$ cat src/sv/packbits_rle_decoder_unit_assert.svh
// assertion helpers for the packbits decoder, sampled on clk, off during reset
`ifndef PACKBITS_RLE_DECODER_UNIT_ASSERT_SVH
`define PACKBITS_RLE_DECODER_UNIT_ASSERT_SVH

// same-cycle implication
`define PBRLE_ASSERT_IMPL(name, pre, post, msg) \
    name: assert property (@(posedge clk) disable iff (!rst_n) (pre) |-> (post)) \
        else $error(msg);

// next-cycle implication
`define PBRLE_ASSERT_NEXT(name, pre, post, msg) \
    name: assert property (@(posedge clk) disable iff (!rst_n) (pre) |=> (post)) \
        else $error(msg);

`endif

$ cat src/sv/pbrle_pkg.sv
package pbrle_pkg;

    // configuration register indexes
    localparam logic [1:0] REG_ELEMENT_BYTES = 2'd0;
    localparam logic [1:0] REG_LINE_ELEMENTS = 2'd1;

    localparam logic [1:0]  ELEMENT_BYTES_RESET = 2'd1;
    localparam logic [15:0] LINE_ELEMENTS_RESET = 16'd256;

    // header code that is skipped
    localparam logic [7:0] HDR_NOP = 8'h80;

    // controller to datapath
    typedef struct packed {
        logic hdr_load;   // accept a run header
        logic hdr_err;    // header overruns the line, emit error beat
        logic lit_byte;   // literal data byte, emit one-byte beat
        logic rep_byte;   // repeat value byte
        logic chunk;      // emit one chunk of a repeat burst
    } pbrle_cmd_t;

    // datapath to controller
    typedef struct packed {
        logic out_free;     // output register can load this cycle
        logic hdr_nop;      // input byte is the skip header
        logic hdr_over;     // run of the input header exceeds the line
        logic hdr_literal;  // input header starts a literal run
        logic last_byte;    // one byte left in the run or value
        logic last_chunk;   // remaining burst fits in one beat
    } pbrle_status_t;

endpackage

$ cat src/sv/pbrle_ctrl.sv
module pbrle_ctrl
    import pbrle_pkg::*;
(
    input  logic          clk,
    input  logic          rst_n,
    input  logic          in_valid,
    output logic          in_ready,
    input  pbrle_status_t status,
    output pbrle_cmd_t    cmd
);

    localparam logic [1:0] ST_HEADER  = 2'd0;
    localparam logic [1:0] ST_LITERAL = 2'd1;
    localparam logic [1:0] ST_REPEAT  = 2'd2;
    localparam logic [1:0] ST_BURST   = 2'd3;

    logic [1:0] state_reg;
    logic [1:0] state_next;

    always_comb
    begin
        state_next = state_reg;
        cmd        = '0;
        in_ready   = 1'b0;
        unique case (state_reg)
            ST_HEADER:
            begin
                in_ready = status.out_free;
                if (in_valid && status.out_free && !status.hdr_nop)
                begin
                    if (status.hdr_over)
                    begin
                        cmd.hdr_err = 1'b1;
                    end
                    else
                    begin
                        cmd.hdr_load = 1'b1;
                        state_next   = status.hdr_literal ? ST_LITERAL : ST_REPEAT;
                    end
                end
            end
            ST_LITERAL:
            begin
                in_ready = status.out_free;
                if (in_valid && status.out_free)
                begin
                    cmd.lit_byte = 1'b1;
                    if (status.last_byte)
                    begin
                        state_next = ST_HEADER;
                    end
                end
            end
            ST_REPEAT:
            begin
                in_ready = status.out_free;
                if (in_valid && status.out_free)
                begin
                    cmd.rep_byte = 1'b1;
                    if (status.last_byte)
                    begin
                        state_next = ST_BURST;
                    end
                end
            end
            ST_BURST:
            begin
                if (status.out_free)
                begin
                    cmd.chunk = 1'b1;
                    if (status.last_chunk)
                    begin
                        state_next = ST_HEADER;
                    end
                end
            end
            default:
            begin
                state_next = ST_HEADER;
            end
        endcase
    end

    always_ff @(posedge clk or negedge rst_n)
    begin
        if (!rst_n)
        begin
            state_reg <= ST_HEADER;
        end
        else
        begin
            state_reg <= state_next;
        end
    end

endmodule

$ cat src/sv/pbrle_datapath.sv
`include "packbits_rle_decoder_unit_assert.svh"

module pbrle_datapath
    import pbrle_pkg::*;
#(
    parameter int OUT_BYTES = 8
)
(
    input  logic          clk,
    input  logic          rst_n,
    input  logic [7:0]    in_byte,
    input  logic          cfg_we,
    input  logic [1:0]    cfg_index,
    input  logic [15:0]   cfg_data,
    input  pbrle_cmd_t    cmd,
    output pbrle_status_t status,
    input  logic          out_ready,
    output logic          out_valid,
    output logic [63:0]   out_data,
    output logic [3:0]    byte_count,
    output logic          run_last,
    output logic          line_done,
    output logic          overrun_error
);

    localparam logic [8:0] OB9 = 9'(OUT_BYTES);
    localparam logic [3:0] OB4 = 4'(OUT_BYTES);

    logic [1:0]  eb_cfg_reg, eb_cfg_next;
    logic [15:0] line_cfg_reg, line_cfg_next;
    logic [7:0]  run_reg, run_next;
    logic [8:0]  left_reg, left_next;
    logic [7:0]  fvb_reg, fvb_next;
    logic [7:0]  val_reg, val_next;
    logic [15:0] done_reg, done_next;
    logic [8:0]  rem_reg, rem_next;
    logic        par_reg, par_next;
    logic        out_valid_reg, out_valid_next;
    logic [63:0] data_reg, data_next;
    logic [3:0]  count_reg, count_next;
    logic        last_reg, last_next;
    logic        line_reg, line_next;
    logic        err_reg, err_next;

    logic        eb2;
    logic [16:0] line_len;
    logic [16:0] room;
    logic [7:0]  nb;
    logic [8:0]  left_dec;
    logic        lit_elem;
    logic [3:0]  chunk_len;
    logic [4:0]  half_sum;
    logic [3:0]  chunk_elems;
    logic [63:0] chunk_data;
    logic [3:0]  elem_add;
    logic [16:0] count_res;
    logic        out_free;

    // advance the element count by k elements, k at most eight;
    // returns line-end flag and the new count
    function automatic logic [16:0] count_step(input logic [15:0] d, input logic [3:0] k,
                                               input logic [16:0] len);
        logic [16:0] sum;
        logic        flag;
        logic [15:0] nd;
        logic [6:0]  t;
        logic [6:0]  l7;
        sum  = {1'b0, d} + {13'b0, k};
        flag = (sum >= len);
        l7   = {4'b0, len[2:0]};
        t    = {2'b0, sum[4:0]};
        if (len[16:3] != 14'd0)
        begin
            nd = flag ? 16'(sum - len) : sum[15:0];
        end
        else
        begin
            // short lines can wrap several times within one beat
            if (t >= (l7 << 3)) t = t - (l7 << 3);
            if (t >= (l7 << 2)) t = t - (l7 << 2);
            if (t >= (l7 << 1)) t = t - (l7 << 1);
            if (t >= l7)        t = t - l7;
            nd = {9'b0, t};
        end
        return {flag, nd};
    endfunction

    assign eb2      = eb_cfg_reg[1];
    assign line_len = (line_cfg_reg == 16'd0) ? 17'h10000 : {1'b0, line_cfg_reg};
    assign room     = line_len - {1'b0, done_reg};
    assign nb       = in_byte[7] ? 8'(9'd257 - {1'b0, in_byte}) : (in_byte + 8'd1);
    assign left_dec = left_reg - 9'd1;
    assign lit_elem = !eb2 || !left_dec[0];

    assign chunk_len   = (rem_reg <= OB9) ? rem_reg[3:0] : OB4;
    assign half_sum    = {1'b0, chunk_len} + {4'b0, par_reg};
    assign chunk_elems = eb2 ? half_sum[4:1] : chunk_len;

    always_comb
    begin
        chunk_data = '0;
        for (int j = 0; j < OUT_BYTES; j++)
        begin
            if (4'(j) < chunk_len)
            begin
                chunk_data[8*j +: 8] = (eb2 && (par_reg == 1'(j))) ? fvb_reg : val_reg;
            end
        end
    end

    assign elem_add  = cmd.chunk ? chunk_elems :
                       (cmd.lit_byte && lit_elem) ? 4'd1 : 4'd0;
    assign count_res = count_step(done_reg, elem_add, line_len);

    assign out_free = !out_valid_reg || out_ready;

    assign status.out_free    = out_free;
    assign status.hdr_nop     = (in_byte == HDR_NOP);
    assign status.hdr_over    = ({9'b0, nb} > room);
    assign status.hdr_literal = !in_byte[7];
    assign status.last_byte   = (left_reg == 9'd1);
    assign status.last_chunk  = (rem_reg <= OB9);

    always_comb
    begin
        eb_cfg_next    = eb_cfg_reg;
        line_cfg_next  = line_cfg_reg;
        run_next       = run_reg;
        left_next      = left_reg;
        fvb_next       = fvb_reg;
        val_next       = val_reg;
        done_next      = done_reg;
        rem_next       = rem_reg;
        par_next       = par_reg;
        out_valid_next = out_valid_reg && !out_ready;
        data_next      = data_reg;
        count_next     = count_reg;
        last_next      = last_reg;
        line_next      = line_reg;
        err_next       = err_reg;

        if (cfg_we)
        begin
            if (cfg_index == REG_ELEMENT_BYTES)
            begin
                eb_cfg_next = cfg_data[1:0];
            end
            else if (cfg_index == REG_LINE_ELEMENTS)
            begin
                line_cfg_next = cfg_data;
                done_next     = 16'd0;
            end
        end

        if (cmd.hdr_load)
        begin
            run_next = nb;
            if (in_byte[7])
                left_next = eb2 ? 9'd2 : 9'd1;
            else
                left_next = eb2 ? {nb, 1'b0} : {1'b0, nb};
        end

        if (cmd.hdr_err)
        begin
            out_valid_next = 1'b1;
            data_next      = '0;
            count_next     = 4'd0;
            last_next      = 1'b1;
            line_next      = 1'b0;
            err_next       = 1'b1;
        end

        if (cmd.lit_byte)
        begin
            left_next      = left_dec;
            done_next      = count_res[15:0];
            out_valid_next = 1'b1;
            data_next      = {56'b0, in_byte};
            count_next     = 4'd1;
            last_next      = 1'b1;
            line_next      = count_res[16];
            err_next       = 1'b0;
        end

        if (cmd.rep_byte)
        begin
            left_next = left_dec;
            if (left_dec != 9'd0)
            begin
                fvb_next = in_byte;
            end
            else
            begin
                val_next = in_byte;
                rem_next = eb2 ? {run_reg, 1'b0} : {1'b0, run_reg};
                par_next = 1'b0;
            end
        end

        if (cmd.chunk)
        begin
            rem_next       = rem_reg - {5'b0, chunk_len};
            par_next       = par_reg ^ chunk_len[0];
            done_next      = count_res[15:0];
            out_valid_next = 1'b1;
            data_next      = chunk_data;
            count_next     = chunk_len;
            last_next      = (rem_reg <= OB9);
            line_next      = count_res[16];
            err_next       = 1'b0;
        end
    end

    always_ff @(posedge clk or negedge rst_n)
    begin
        if (!rst_n)
        begin
            eb_cfg_reg    <= ELEMENT_BYTES_RESET;
            line_cfg_reg  <= LINE_ELEMENTS_RESET;
            run_reg       <= '0;
            left_reg      <= '0;
            fvb_reg       <= '0;
            val_reg       <= '0;
            done_reg      <= '0;
            rem_reg       <= '0;
            par_reg       <= 1'b0;
            out_valid_reg <= 1'b0;
        end
        else
        begin
            eb_cfg_reg    <= eb_cfg_next;
            line_cfg_reg  <= line_cfg_next;
            run_reg       <= run_next;
            left_reg      <= left_next;
            fvb_reg       <= fvb_next;
            val_reg       <= val_next;
            done_reg      <= done_next;
            rem_reg       <= rem_next;
            par_reg       <= par_next;
            out_valid_reg <= out_valid_next;
        end
    end

    always_ff @(posedge clk)
    begin
        data_reg  <= data_next;
        count_reg <= count_next;
        last_reg  <= last_next;
        line_reg  <= line_next;
        err_reg   <= err_next;
    end

    assign out_valid     = out_valid_reg;
    assign out_data      = data_reg;
    assign byte_count    = count_reg;
    assign run_last      = last_reg;
    assign line_done     = line_reg;
    assign overrun_error = err_reg;

    `PBRLE_ASSERT_IMPL(a_done_below_line, 1'b1, 17'(done_reg) < line_len, "element count left line")
    `PBRLE_ASSERT_IMPL(a_load_into_free, cmd.hdr_err || cmd.lit_byte || cmd.chunk, out_free, "output register overwritten")
    `PBRLE_ASSERT_NEXT(a_err_beat_empty, cmd.hdr_err, out_valid_reg && err_reg && count_reg == 4'd0 && !line_reg, "bad overrun beat")
    `PBRLE_ASSERT_IMPL(a_chunk_sane, cmd.chunk, chunk_len != 4'd0 && rem_reg <= 9'd256, "empty or oversized burst chunk")

endmodule

$ cat src/sv/packbits_rle_decoder_unit.sv
// a literal byte or an overrun header is on the master side in the cycle after it is accepted
// a repeat value leaves ceil(run bytes / OUT_BYTES) beats, one per cycle unless m_tready holds them;
// the first is loaded into the output register from the burst state that follows its last byte
// throughput: one compressed byte per cycle for headers and literals; the input stalls during a burst
// the single output register sets the pace: a byte that makes a beat waits until the register frees
// reset (rst_n low, asynchronous): header phase, counters zero, element_bytes 1, line_elements 256
module packbits_rle_decoder_unit
    import pbrle_pkg::*;
#(
    parameter int OUT_BYTES = 8
)
(
    input  logic        clk,
    input  logic        rst_n,
    // compressed stream
    input  logic        s_tvalid,
    output logic        s_tready,
    input  logic [7:0]  s_tdata,    // in_byte
    // decoded stream
    output logic        m_tvalid,
    input  logic        m_tready,
    output logic [71:0] m_tdata,    // out_data[63:0], byte_count[67:64], zero fill
    output logic        m_tlast,    // run_last
    output logic [1:0]  m_tuser,    // line_done, overrun_error
    // configuration
    input  logic        cfg_we,
    input  logic [1:0]  cfg_index,
    input  logic [15:0] cfg_data
);

    pbrle_cmd_t    cmd;
    pbrle_status_t status;

    logic [63:0] out_data;
    logic [3:0]  byte_count;
    logic        line_done;
    logic        overrun_error;

    // run phase control: header, literal bytes, repeat value, burst out
    pbrle_ctrl u_ctrl
    (
        .clk      (clk),
        .rst_n    (rst_n),
        .in_valid (s_tvalid),
        .in_ready (s_tready),
        .status   (status),
        .cmd      (cmd)
    );

    // counters, line tracking, burst packing and the output register
    pbrle_datapath #(
        .OUT_BYTES (OUT_BYTES)
    ) u_datapath
    (
        .clk           (clk),
        .rst_n         (rst_n),
        .in_byte       (s_tdata),
        .cfg_we        (cfg_we),
        .cfg_index     (cfg_index),
        .cfg_data      (cfg_data),
        .cmd           (cmd),
        .status        (status),
        .out_ready     (m_tready),
        .out_valid     (m_tvalid),
        .out_data      (out_data),
        .byte_count    (byte_count),
        .run_last      (m_tlast),
        .line_done     (line_done),
        .overrun_error (overrun_error)
    );

    // pack the beat fields, lowest field first
    assign m_tdata = {4'b0, byte_count, out_data};
    assign m_tuser = {overrun_error, line_done};

endmodule
$ cat config.mk
export PLATFORM = sky130hd
export DESIGN_NAME = packbits_rle_decoder_unit
export DESIGN_NICKNAME = d
export VERILOG_FILES = /design/src/sv/pbrle_pkg.sv /design/src/sv/pbrle_ctrl.sv /design/src/sv/pbrle_datapath.sv /design/src/sv/packbits_rle_decoder_unit.sv
export VERILOG_INCLUDE_DIRS = /design/src /design/src/sv
export SDC_FILE = /design/constraint.sdc
export NUM_CORES = 1
export LEC_CHECK = 0
export BUFFER_PORTS_ARGS = -buffer_cell sky130_fd_sc_hd__buf_4
export CAP_MARGIN = 20
export CORE_MARGIN = 2
export CORE_UTILIZATION = 58
export CTS_BUF_LIST = sky130_fd_sc_hd__clkbuf_2
export DETAILED_ROUTE_END_ITERATION = 8
export GPL_TIMING_DRIVEN = 1
export PLACE_DENSITY = 0.75
export SYNTH_ARGS = -nofsm -noshare
export SYNTH_HDL_FRONTEND = slang
export SYNTH_HIERARCHICAL = 1
export SYNTH_SLANG_ARGS = --single-unit
$ cat constraint.sdc
create_clock -name clk -period 27.5 [get_ports clk]
set_input_delay 5.5 -clock clk [delete_from_list [all_inputs] [get_ports clk]]
set_output_delay 5.5 -clock clk [all_outputs]
set_load 0.01 [all_outputs]
==> qor.csv, run 1 <==
metric,value,unit
cell row count,48,
largest net degree at the start of global routing,80,
max reg flops,64,
DRC violations left,0,
Pwr Density,139,mW/mm^2
Worst path slowest cell,nor2_1,
RSZ-0062 raised after global routing,false,
"CTS clk-pin slew, worst paths",0.24,ns
worst slew pin tran,0.882,ns
fin. max-slew vios,0,
Hold Path Sink,u_datapath/overrun_error,
syn_area_per_cell,9.37,um^2
async set or reset register ratio after synthesis,52.7,%
Hold Crit Start,u_datapath/overrun_error,
Total GRT Usage,26.2,%
"Power, Total",0.00157,W
Mapped Cells,1085,
total gr overflow,0,
Final min period,14.19,ns
Buf/Inv on CP,4,
WL per Instance,17.1,um
TritonCTS Sinks,150,
fmax,70.5,MHz
Area growth syn-to-layout,11.4,%
CP startpoint,m_tready,
CTS tree,yes,
final WL,23.9,mm
post-route cell area,0.0113,mm^2
Critical R2R Launch,u_datapath/rem_reg[4],
Slew Limit Headroom,41.2,%
Hold Crit Class,reg2reg,
Filler Cell Count,1443,
Inserted Clock Buffers,17,
Detail Route Antenna Nets,0,
Fin. Hold Viols,0,
Final setup viols,0,
peak fanout along the critical path,38,
CP max stage delay,0.48,ns
Setup crit end kind,flip-flop,
Vias,8326,
outcome,"complete, no violations",
"Hold-fix buffers, CTS",0,
clock skew,0.0326,ns
Reg area,0.00410,mm^2
Detailed Route Iter0 Violations,583,
top cell type by total area after synthesis,edfxtp_1,
clock latency on the worst-skew pair,0.76,ns
sequential share of the synthesized area,40.3,%
Die W,136,um
area share of the largest cell type after synthesis,20.7,%
"Setup Fix Bufs, Post-CTS",0,
Peak supply drop,0.263,mV
Starting Density,59.0,%
die area,0.0186,mm^2
vias in the first global route,7663,
root buf cell,clkbuf_2,
post-placement cell area,0.0110,mm^2
Final Wtd Congestion,0.962,
Leak,4.93,nW
"Req. time, crit path",28.17,ns
Post-synth EDFFs,70,
register bit count reported by yosys,150,
Max Cap Viol,0,
IO Pins,108,
R2R Setup Slk,16.90,ns
post-synth cell types,80,
Die Y,136,um
Critical Path AT,14.86,ns
top-count cell post-synth,nor2_1,
critical path type,in2reg,
1st-pass router iterations,5,
Final nets,1261,
post_cts resized,0,
reg2reg end,u_datapath/done_reg[3],
Clock Tree Buf Depth,2,
final worst path period share,51.6,%
via/cell ratio,5.95,
"top cells by area, synth","edfxtp_1 21%, dfrtp_1 19%, ha_1 7.8%",
critical path startpoint category,input port,
Most common cell on crit path,nor2_1,
share of layout cells above drive strength 1,17.9,%
FF-to-FF path depth,42,
global-route wire length before repair,38.0,mm
initial antenna violation count,2,
# H-tree levels,4,
"delay-heaviest family, CP",simple AND/OR/NAND/NOR gates,
Most used DFF post-synth,dfrtp_1,
synth warn,6,
synthesized area,0.0102,mm^2
Fin Hold WS,0.500,ns
area occupied by multi-input gates,0.00556,mm^2
PortBufs,103,
Core Region,0.0172,mm^2
"top cells by count, synth","132 x nor2_1, 79 x nand2_1, 78 x dfrtp_1",
DPL Wire Length,17.9,mm
Worst Hold Path Cells,2,
Setup TNS Final,0,ns
==> worst register-to-register path, delay by kind of cell, from the launching register on <==
kind                       cells  cell delay (ns)
xor gates and xnor gates       1             0.27
adders and majority gates      7             2.16
buffers and inverters          3             0.34
and+or+nand+nor               19             4.53
DFF                            1             0.49
AOI/OAI and AO/OA              9             1.96
muxes                          3             0.80
==> logic make-up after synthesis <==
kind of cell    synth area share [%]
simple gates                    18.4
compound gates                  14.3
flops                           40.3
buf+inv                         5.15
mux                             7.95
fa+ha+maj                       9.13
xor+xnor                        4.70
other cells                   0.0739
==> how the worst max path moves through the flow <==
stage                                   to  slack [ns]  cells after the start
detailed placement  u_datapath/done_reg[3]       12.52                     40
floorplan           u_datapath/done_reg[3]       13.66                     43
finish              u_datapath/done_reg[3]       13.31                     40
CTS                 u_datapath/done_reg[3]       13.39                     40
global route        u_datapath/done_reg[3]       12.64                     40
global placement    u_datapath/done_reg[3]       12.96                     40
==> power breakdown <==
group	internal, W	switching (W)	total, W
combinational	0.000440	0.000601	0.00104
clock	0.0000374	0.0000906	0.000128
sequential	0.000340	0.0000595	0.000399
==> placed cells by master, fill, tap and decap left out, types with 4 or more instances in the layout <==
| cell | Yosys | routed |
|---|---|---|
| xor2_1 | 21 | 21 |
| mux2_2 | 38 | 38 |
| buf_4 | 7 | 109 |
| nor4_1 | 13 | 12 |
| fa_1 | 7 | 7 |
| inv_1 | 72 | 72 |
| nor3b_1 | 7 | 7 |
| o21ai_1 | 5 | 5 |
| nand3b_1 | 5 | 5 |
| nor2_1 | 132 | 131 |
| a21o_1 | 12 | 12 |
| a211oi_1 | 12 | 12 |
| clkbuf_2 | 0 | 18 |
| o21bai_1 | 6 | 6 |
| and3_1 | 11 | 11 |
| a21oi_1 | 69 | 69 |
| xnor2_1 | 31 | 31 |
| o221a_2 | 4 | 4 |
| and2_1 | 8 | 8 |
| conb_1 | 2 | 5 |
| nand2b_1 | 14 | 14 |
| nand2_1 | 79 | 79 |
| nand3_1 | 23 | 23 |
| nor3_1 | 31 | 31 |
| nand4_1 | 10 | 10 |
| edfxtp_1 | 70 | 70 |
| inv_6 | 0 | 4 |
| mux2i_1 | 38 | 38 |
| dfrtp_1 | 78 | 78 |
| a31oi_1 | 8 | 8 |
| nor2b_1 | 16 | 16 |
| o211ai_1 | 4 | 4 |
| o21a_1 | 6 | 6 |
| o21ai_0 | 63 | 63 |
| ha_1 | 63 | 63 |
| or3_1 | 7 | 6 |
==> per-stage QoR <==
stage / utilization (%) / cells / worst slack, ns
after floorplan: - / 1088 / 13.66
after global placement: 64.0 / 1364 / 12.96
after detailed placement: 64.0 / 1365 / 12.52
after CTS: 65.5 / 1397 / 13.39
after global routing: 65.7 / 1400 / 12.64
final: 65.7 / 1400 / 13.31
==> layer usage <==
| layer | wire (um) | GRT usage (%) | share of wire (%) |
|---|---|---|---|
| met1 | 10100 | 33.5 | 42 |
| met2 | 11800 | 45.0 | 50 |
| met3 | 1250 | 3.95 | 5.2 |
| met4 | 710 | 9.66 | 3.0 |
| met5 | 0 | 0 | 0 |
==> layout make-up <==
type	instances	area share, %
Antenna cell	2	0.0442
Clock buffer	18	0.796
Clock inverter	14	1.43
Inverter	72	2.39
Multi-Input combinational cell	808	49.1
Sequential cell	150	36.2
Tap cell	225	2.49
Timing Repair Buffer	111	7.51
(Power assumes the default switching activity.)
==> inputs of run 2 (changes only) <==
CORE_UTILIZATION = 56   (was 58)
PLACE_DENSITY = 0.76   (was 0.75)
clock period = 12.35 ns   (was 27.5 ns; I/O delays follow)
==> qor.csv, run 2 (synthesis gave the netlist of run 1 again) <==
metric,value,unit,change
CP max stage delay,0.52,ns,was 0.48 ns
fmax,91.1,MHz,
clock latency on the worst-skew pair,0.72,ns,was 0.76 ns
Critical R2R Launch,u_datapath/rem_reg[5],,was u_datapath/rem_reg[4]
Setup crit end kind,flip-flop,,unchanged
total gr overflow,0,,unchanged
DPL Wire Length,18.0,mm,was 17.9 mm
FF-to-FF path depth,42,,unchanged
most frequent cells in the layout,"131 x nor2_1, 112 x buf_4, 79 x nand2_1, 78 x dfrtp_1, 72 x inv_1",,"was 131 x nor2_1, 109 x buf_4, 79 x nand2_1, 78 x dfrtp_1, 72 x inv_1"
root buf cell,clkbuf_2,,unchanged
cell row count,49,,was 48
Most common cell on crit path,nor2_1,,unchanged
"Setup Fix Bufs, Post-CTS",0,,unchanged
DRC violations left,0,,unchanged
max reg flops,64,,unchanged
worst slew pin tran,0.952,ns,was 0.882 ns
largest net degree at the start of global routing,72,,was 80
Setup TNS Final,0,ns,unchanged
"Hold-fix buffers, CTS",0,,unchanged
Final min period,10.98,ns,
Area growth syn-to-layout,11.8,%,was 11.4%
Die W,139,um,was 136 um
Max Cap Viol,0,,unchanged
fin. max-slew vios,0,,unchanged
"CTS clk-pin slew, worst paths",0.23,ns,was 0.24 ns
critical path startpoint category,input port,,unchanged
Worst path slowest cell,nor3b_1,,was nor2_1
Die Y,139,um,was 136 um
reg2reg end,u_datapath/done_reg[3],,unchanged
Detailed Route Iter0 Violations,606,,was 583
"Req. time, crit path",12.98,ns,was 28.17 ns
outcome,"complete, no violations",,unchanged
Pwr Density,312,mW/mm^2,was 139 mW/mm^2
Final nets,1263,,was 1261
Vias,8331,,was 8326
global-route wire length before repair,39.6,mm,was 38.0 mm
R2R Setup Slk,1.73,ns,was 16.90 ns
Slew Limit Headroom,36.5,%,was 41.2%
"Power, Total",0.00355,W,was 0.00157 W
CP startpoint,m_tready,,unchanged
Inserted Clock Buffers,17,,unchanged
Leak,4.96,nW,was 4.93 nW
TritonCTS Sinks,150,,unchanged
Detail Route Antenna Nets,0,,unchanged
initial antenna violation count,1,,was 2
Clock Tree Buf Depth,2,,unchanged
# H-tree levels,4,,unchanged
worst setup path endpoint,u_datapath/done_reg[3],,unchanged
WL per Instance,17.2,um,was 17.1 um
critical path type,in2reg,,unchanged
final WL,24.2,mm,was 23.9 mm
"commonest non-fill, non-tap cell in the layout",nor2_1,,unchanged
vias in the first global route,8008,,was 7663
Starting Density,56.8,%,was 59.0%
Final setup viols,0,,unchanged
Final Wtd Congestion,0.957,,was 0.962
via/cell ratio,5.93,,was 5.95
Fin. Hold Viols,0,,unchanged
Peak supply drop,0.568,mV,was 0.263 mV
die area,0.0192,mm^2,was 0.0186 mm^2
Hold Crit Class,reg2reg,,unchanged
1st-pass router iterations,7,,was 5
Critical Path AT,11.61,ns,was 14.86 ns
Total GRT Usage,25.2,%,was 26.2%
final worst path period share,88.9,%,
Core Region,0.0179,mm^2,was 0.0172 mm^2
PortBufs,103,,unchanged
RSZ-0062 raised after global routing,false,,unchanged
Util after Layout,63.5,%,was 65.7%
clock skew,0.0355,ns,was 0.0326 ns
post_cts resized,0,,unchanged
CTS tree,yes,,unchanged
IO Pins,108,,unchanged
peak fanout along the critical path,7,,was 38
share of layout cells above drive strength 1,18.0,%,was 17.9%
run 2: cell count changes in the layout (fill, tap and decap cells not counted), moves of 2 or more:
| cell | change |
|---|---|
| bufinv_16 | +2 |
| clkinv_4 | -2 |
| clkinvlp_4 | -2 |
| buf_4 | +3 |
| inv_6 | +2 |
run 2: power by group:
group / total [W] / switching, W / internal [W]
clock: 0.000330 / 0.000206 / 0.000123
sequential: 0.000888 / 0.000131 / 0.000757
combinational: 0.00233 / 0.00134 / 0.000984
total: 0.00355 / 0.00168 / 0.00186
run 2: through the flow:
step                      setup slack (ns)  cells  area (um^2)  hold WS [ns]
final                                 1.37   1406        11400         0.504
after global routing                 0.482   1406        11400         0.530
after global placement                1.12   1371        11100         0.477
after detailed placement             0.625   1371        11100         0.481
after CTS                             1.45   1403        11400         0.512
after floorplan                       1.54   1088        10200         0.442
run 2: cell type report:
type                    count  area (um^2)
multi-input cells         808         5560
repair buffers            113          846
diodes                      2         5.00
flip-flops and latches    150         4100
well taps                 229          287
clock inverters            15          205
clock buffers              17         85.1
fillers                  1540         6540
inverters                  72          270
run 2: critical path: cells and delay by family:
family / cells / cell delay [ns]
adder cells (fa/ha/maj): 6 / 1.70
AO/OA/AOI/OAI: 9 / 1.99
multiplexers: 2 / 0.67
buffers and inverters: 5 / 0.58
AND/OR/NAND/NOR: 19 / 3.83
XOR/XNOR: 1 / 0.35
run 2: per-layer routing:
metal / global-route usage [%] / routed length (um) / vias to the layer above
met5: 0 / 0 / -
li1: - / - / 4013
met1: 32.1 / 10200 / 3963
met4: 8.24 / 600 / 0
met3: 4.49 / 1430 / 44
met2: 43.9 / 12000 / 311
run 2: worst min-delay path by stage:
stage               slack (ns)                        to  depth (start not counted)                startpoint
global route              0.53  u_datapath/overrun_error                          2  u_datapath/overrun_error
global placement          0.48  u_datapath/overrun_error                          2  u_datapath/overrun_error
detailed placement        0.48  u_datapath/overrun_error                          2  u_datapath/overrun_error
finish                    0.50  u_datapath/overrun_error                          2  u_datapath/overrun_error
CTS                       0.51  u_datapath/overrun_error                          2  u_datapath/overrun_error
floorplan                 0.44  u_datapath/overrun_error                          2  u_datapath/overrun_error
==> inputs of run 3 (changes only) <==
ABC_AREA = 1   (was default)
==> qor.csv, run 3 <==
metric,value,unit,change
Final min period,9.29,ns,was 10.98 ns
largest net degree at the start of global routing,80,,was 72
1st-pass router iterations,5,,was 7
Die Y,139,um,about the same
Buf/Inv on CP,9,,was 5
IO Pins,108,,unchanged
largest family of logic cells by synthesized area,simple AND/OR/NAND/NOR gates,,unchanged
Post-Place Cells,1581,,was 1371
CP max stage delay,0.48,ns,was 0.52 ns
Critical Path AT,9.97,ns,was 11.61 ns
Mapped Cells,1285,,was 1085
Post-synth EDFFs,70,,unchanged
most frequent cells in the layout,"240 x nand2_1, 193 x inv_1, 127 x nor2_1, 112 x o21ai_0, 107 x buf_4",,"was 131 x nor2_1, 112 x buf_4, 79 x nand2_1, 78 x dfrtp_1, 72 x inv_1"
max reg flops,64,,unchanged
outcome,"complete, no violations",,unchanged
Setup TNS Final,0,ns,unchanged
final worst path period share,75.2,%,was 88.9%
initial antenna violation count,1,,unchanged
worst slew pin tran,0.914,ns,was 0.952 ns
Post-Synth Adder-Cell Area,9.08,%,was 9.13%
top cell type by total area after synthesis,edfxtp_1,,unchanged
mux cell area share after synthesis,0,%,was 7.95%
peak fanout along the critical path,19,,was 7
Inserted Clock Buffers,17,,unchanged
"top cells by count, synth","241 x nand2_1, 193 x inv_1, 127 x nor2_1",,"was 132 x nor2_1, 79 x nand2_1, 78 x dfrtp_1"
Slew Limit Headroom,39.0,%,was 36.5%
Die W,139,um,about the same
vias in the first global route,8507,,was 8008
RSZ-0062 raised after global routing,false,,unchanged
total gr overflow,0,,unchanged
"commonest non-fill, non-tap cell in the layout",nand2_1,,was nor2_1
WL per Instance,15.9,um,was 17.2 um
DRC violations left,0,,unchanged
Clock Tree Buf Depth,2,,unchanged
Final Wtd Congestion,0.930,,was 0.957
DPL Wire Length,19.6,mm,was 18.0 mm
CTS tree,yes,,unchanged
Most used DFF post-synth,dfrtp_1,,unchanged
share of layout cells above drive strength 1,14.1,%,was 18.0%
PortBufs,103,,unchanged
syn_area_per_cell,7.96,um^2,was 9.37 um^2
async set or reset register ratio after synthesis,52.7,%,unchanged
Pwr Density,292,mW/mm^2,was 312 mW/mm^2
post-route cell area,0.0114,mm^2,about the same
Leak,5.53,nW,was 4.96 nW
post-placement cell area,0.0111,mm^2,about the same
"Setup Fix Bufs, Post-CTS",0,,unchanged
"top cells by area, synth","edfxtp_1 21%, dfrtp_1 19%, nand2_1 8.8%",,"was edfxtp_1 21%, dfrtp_1 19%, ha_1 7.8%"
Detail Route Antenna Nets,0,,unchanged
via/cell ratio,5.56,,was 5.93
"delay-heaviest family, CP",simple AND/OR/NAND/NOR gates,,unchanged
Detailed Route Iter0 Violations,584,,was 606
Setup crit end kind,flip-flop,,unchanged
critical path startpoint category,input port,,unchanged
Finished Layout Cells,1616,,was 1406
Starting Density,56.9,%,was 56.8%
synthesized area,0.0102,mm^2,about the same
Synth Area in Compound Gates,13.9,%,was 14.3%
critical path type,in2reg,,unchanged
Post-Synth Simple-Gate Area,22.8,%,was 18.4%
top-count cell post-synth,nand2_1,,was nor2_1
Peak supply drop,0.311,mV,was 0.568 mV
register bit count reported by yosys,150,,unchanged
Area growth syn-to-layout,11.4,%,was 11.8%
area share of the largest cell type after synthesis,20.6,%,was 20.7%
Hold Crit Class,reg2reg,,unchanged
XOR/XNOR Fraction of Synth Area,4.69,%,was 4.70%
post_cts resized,0,,unchanged
global-route wire length before repair,41.9,mm,was 39.6 mm
final WL,25.6,mm,was 24.2 mm
Final setup viols,0,,unchanged
Vias,8992,,was 8331
sequential share of the synthesized area,40.1,%,was 40.3%
TritonCTS Sinks,150,,unchanged
Fin. Hold Viols,0,,unchanged
post-synth cell types,59,,was 80
Total GRT Usage,26.8,%,was 25.2%
Max Cap Viol,0,,unchanged
Core Region,0.0180,mm^2,was 0.0179 mm^2
Worst path slowest cell,a211oi_1,,was nor3b_1
# H-tree levels,4,,unchanged
fin. max-slew vios,0,,unchanged
clock skew,0.0374,ns,was 0.0355 ns
"Hold-fix buffers, CTS",0,,unchanged
die area,0.0194,mm^2,was 0.0192 mm^2
cell row count,49,,unchanged
Final nets,1474,,was 1263
clock latency on the worst-skew pair,0.76,ns,was 0.72 ns
synth warn,6,,unchanged
"CTS clk-pin slew, worst paths",0.22,ns,was 0.23 ns
fmax,108,MHz,was 91.1 MHz
root buf cell,clkbuf_2,,unchanged
"Req. time, crit path",13.03,ns,was 12.98 ns
-- run 3: path summary, 6_finish.rpt --
path	slack, ns	endpoint	from	cells after the start
worst max-delay path	3.06	u_datapath/done_reg[1]	m_tready	48
worst min-delay path	0.52	u_datapath/overrun_error	u_datapath/overrun_error	2
worst max register to register	3.53	u_datapath/done_reg[1]	u_datapath/rem_reg[4]	46
worst min register to register	0.52	u_datapath/overrun_error	u_datapath/overrun_error	2
max in group asynchronous	10.05	u_datapath/line_cfg_reg[1]	rst_n	2
min in group asynchronous	1.65	u_datapath/left_reg[1]	rst_n	1
-- run 3: through the flow --
step	utilization, %	total power (W)	worst slack (ns)	hold WS, ns
3_5_place_dp	61.9	0.00303	2.34	0.478
5_1_grt	63.4	0.00366	2.42	0.551
2_1_floorplan	-	0.00250	3.19	0.449
4_1_cts	63.3	0.00332	3.15	0.526
6_report	63.4	0.00333	3.06	0.521
3_3_place_gp	61.9	0.00299	2.61	0.476
-- run 3: power breakdown --
part / total [W] / internal [W] / switching, W
registers: 0.000825 / 0.000721 / 0.000104
clock network: 0.000280 / 0.0000661 / 0.000214
logic: 0.00223 / 0.000788 / 0.00144
total: 0.00333 / 0.00158 / 0.00176
-- run 3: area by class of cell --
class / instances / area (um^2)
inverter: 203 / 762
antenna: 1 / 2.50
tap: 229 / 287
timing repair buffer: 109 / 828
multi-input combinational: 892 / 5170
sequential: 150 / 4100
clock buffer: 17 / 85.1
fill: 1574 / 6570
clock inverter: 15 / 158
-- run 3: kinds of logic after synthesis --
group / after synthesis
compound gates: 245
xor+xnor: 53
fa+ha+maj: 70
buf+inv: 246
flops: 150
other cells: 2
simple gates: 519
-- run 3: routing by layer --
metal	GRT usage [%]	routed length, um	up-vias
met2	46.0	12700	340
met1	34.5	10700	4171
met3	4.28	1490	56
met5	0	0	-
li1	-	-	4425
met4	9.84	736	0
-- run 3: tightest hold or removal path, cell delays in order, from the launching register on --
cell     delay (ns)
dfxtp_1        0.38
nor2_1         0.05
nor2_1         0.08
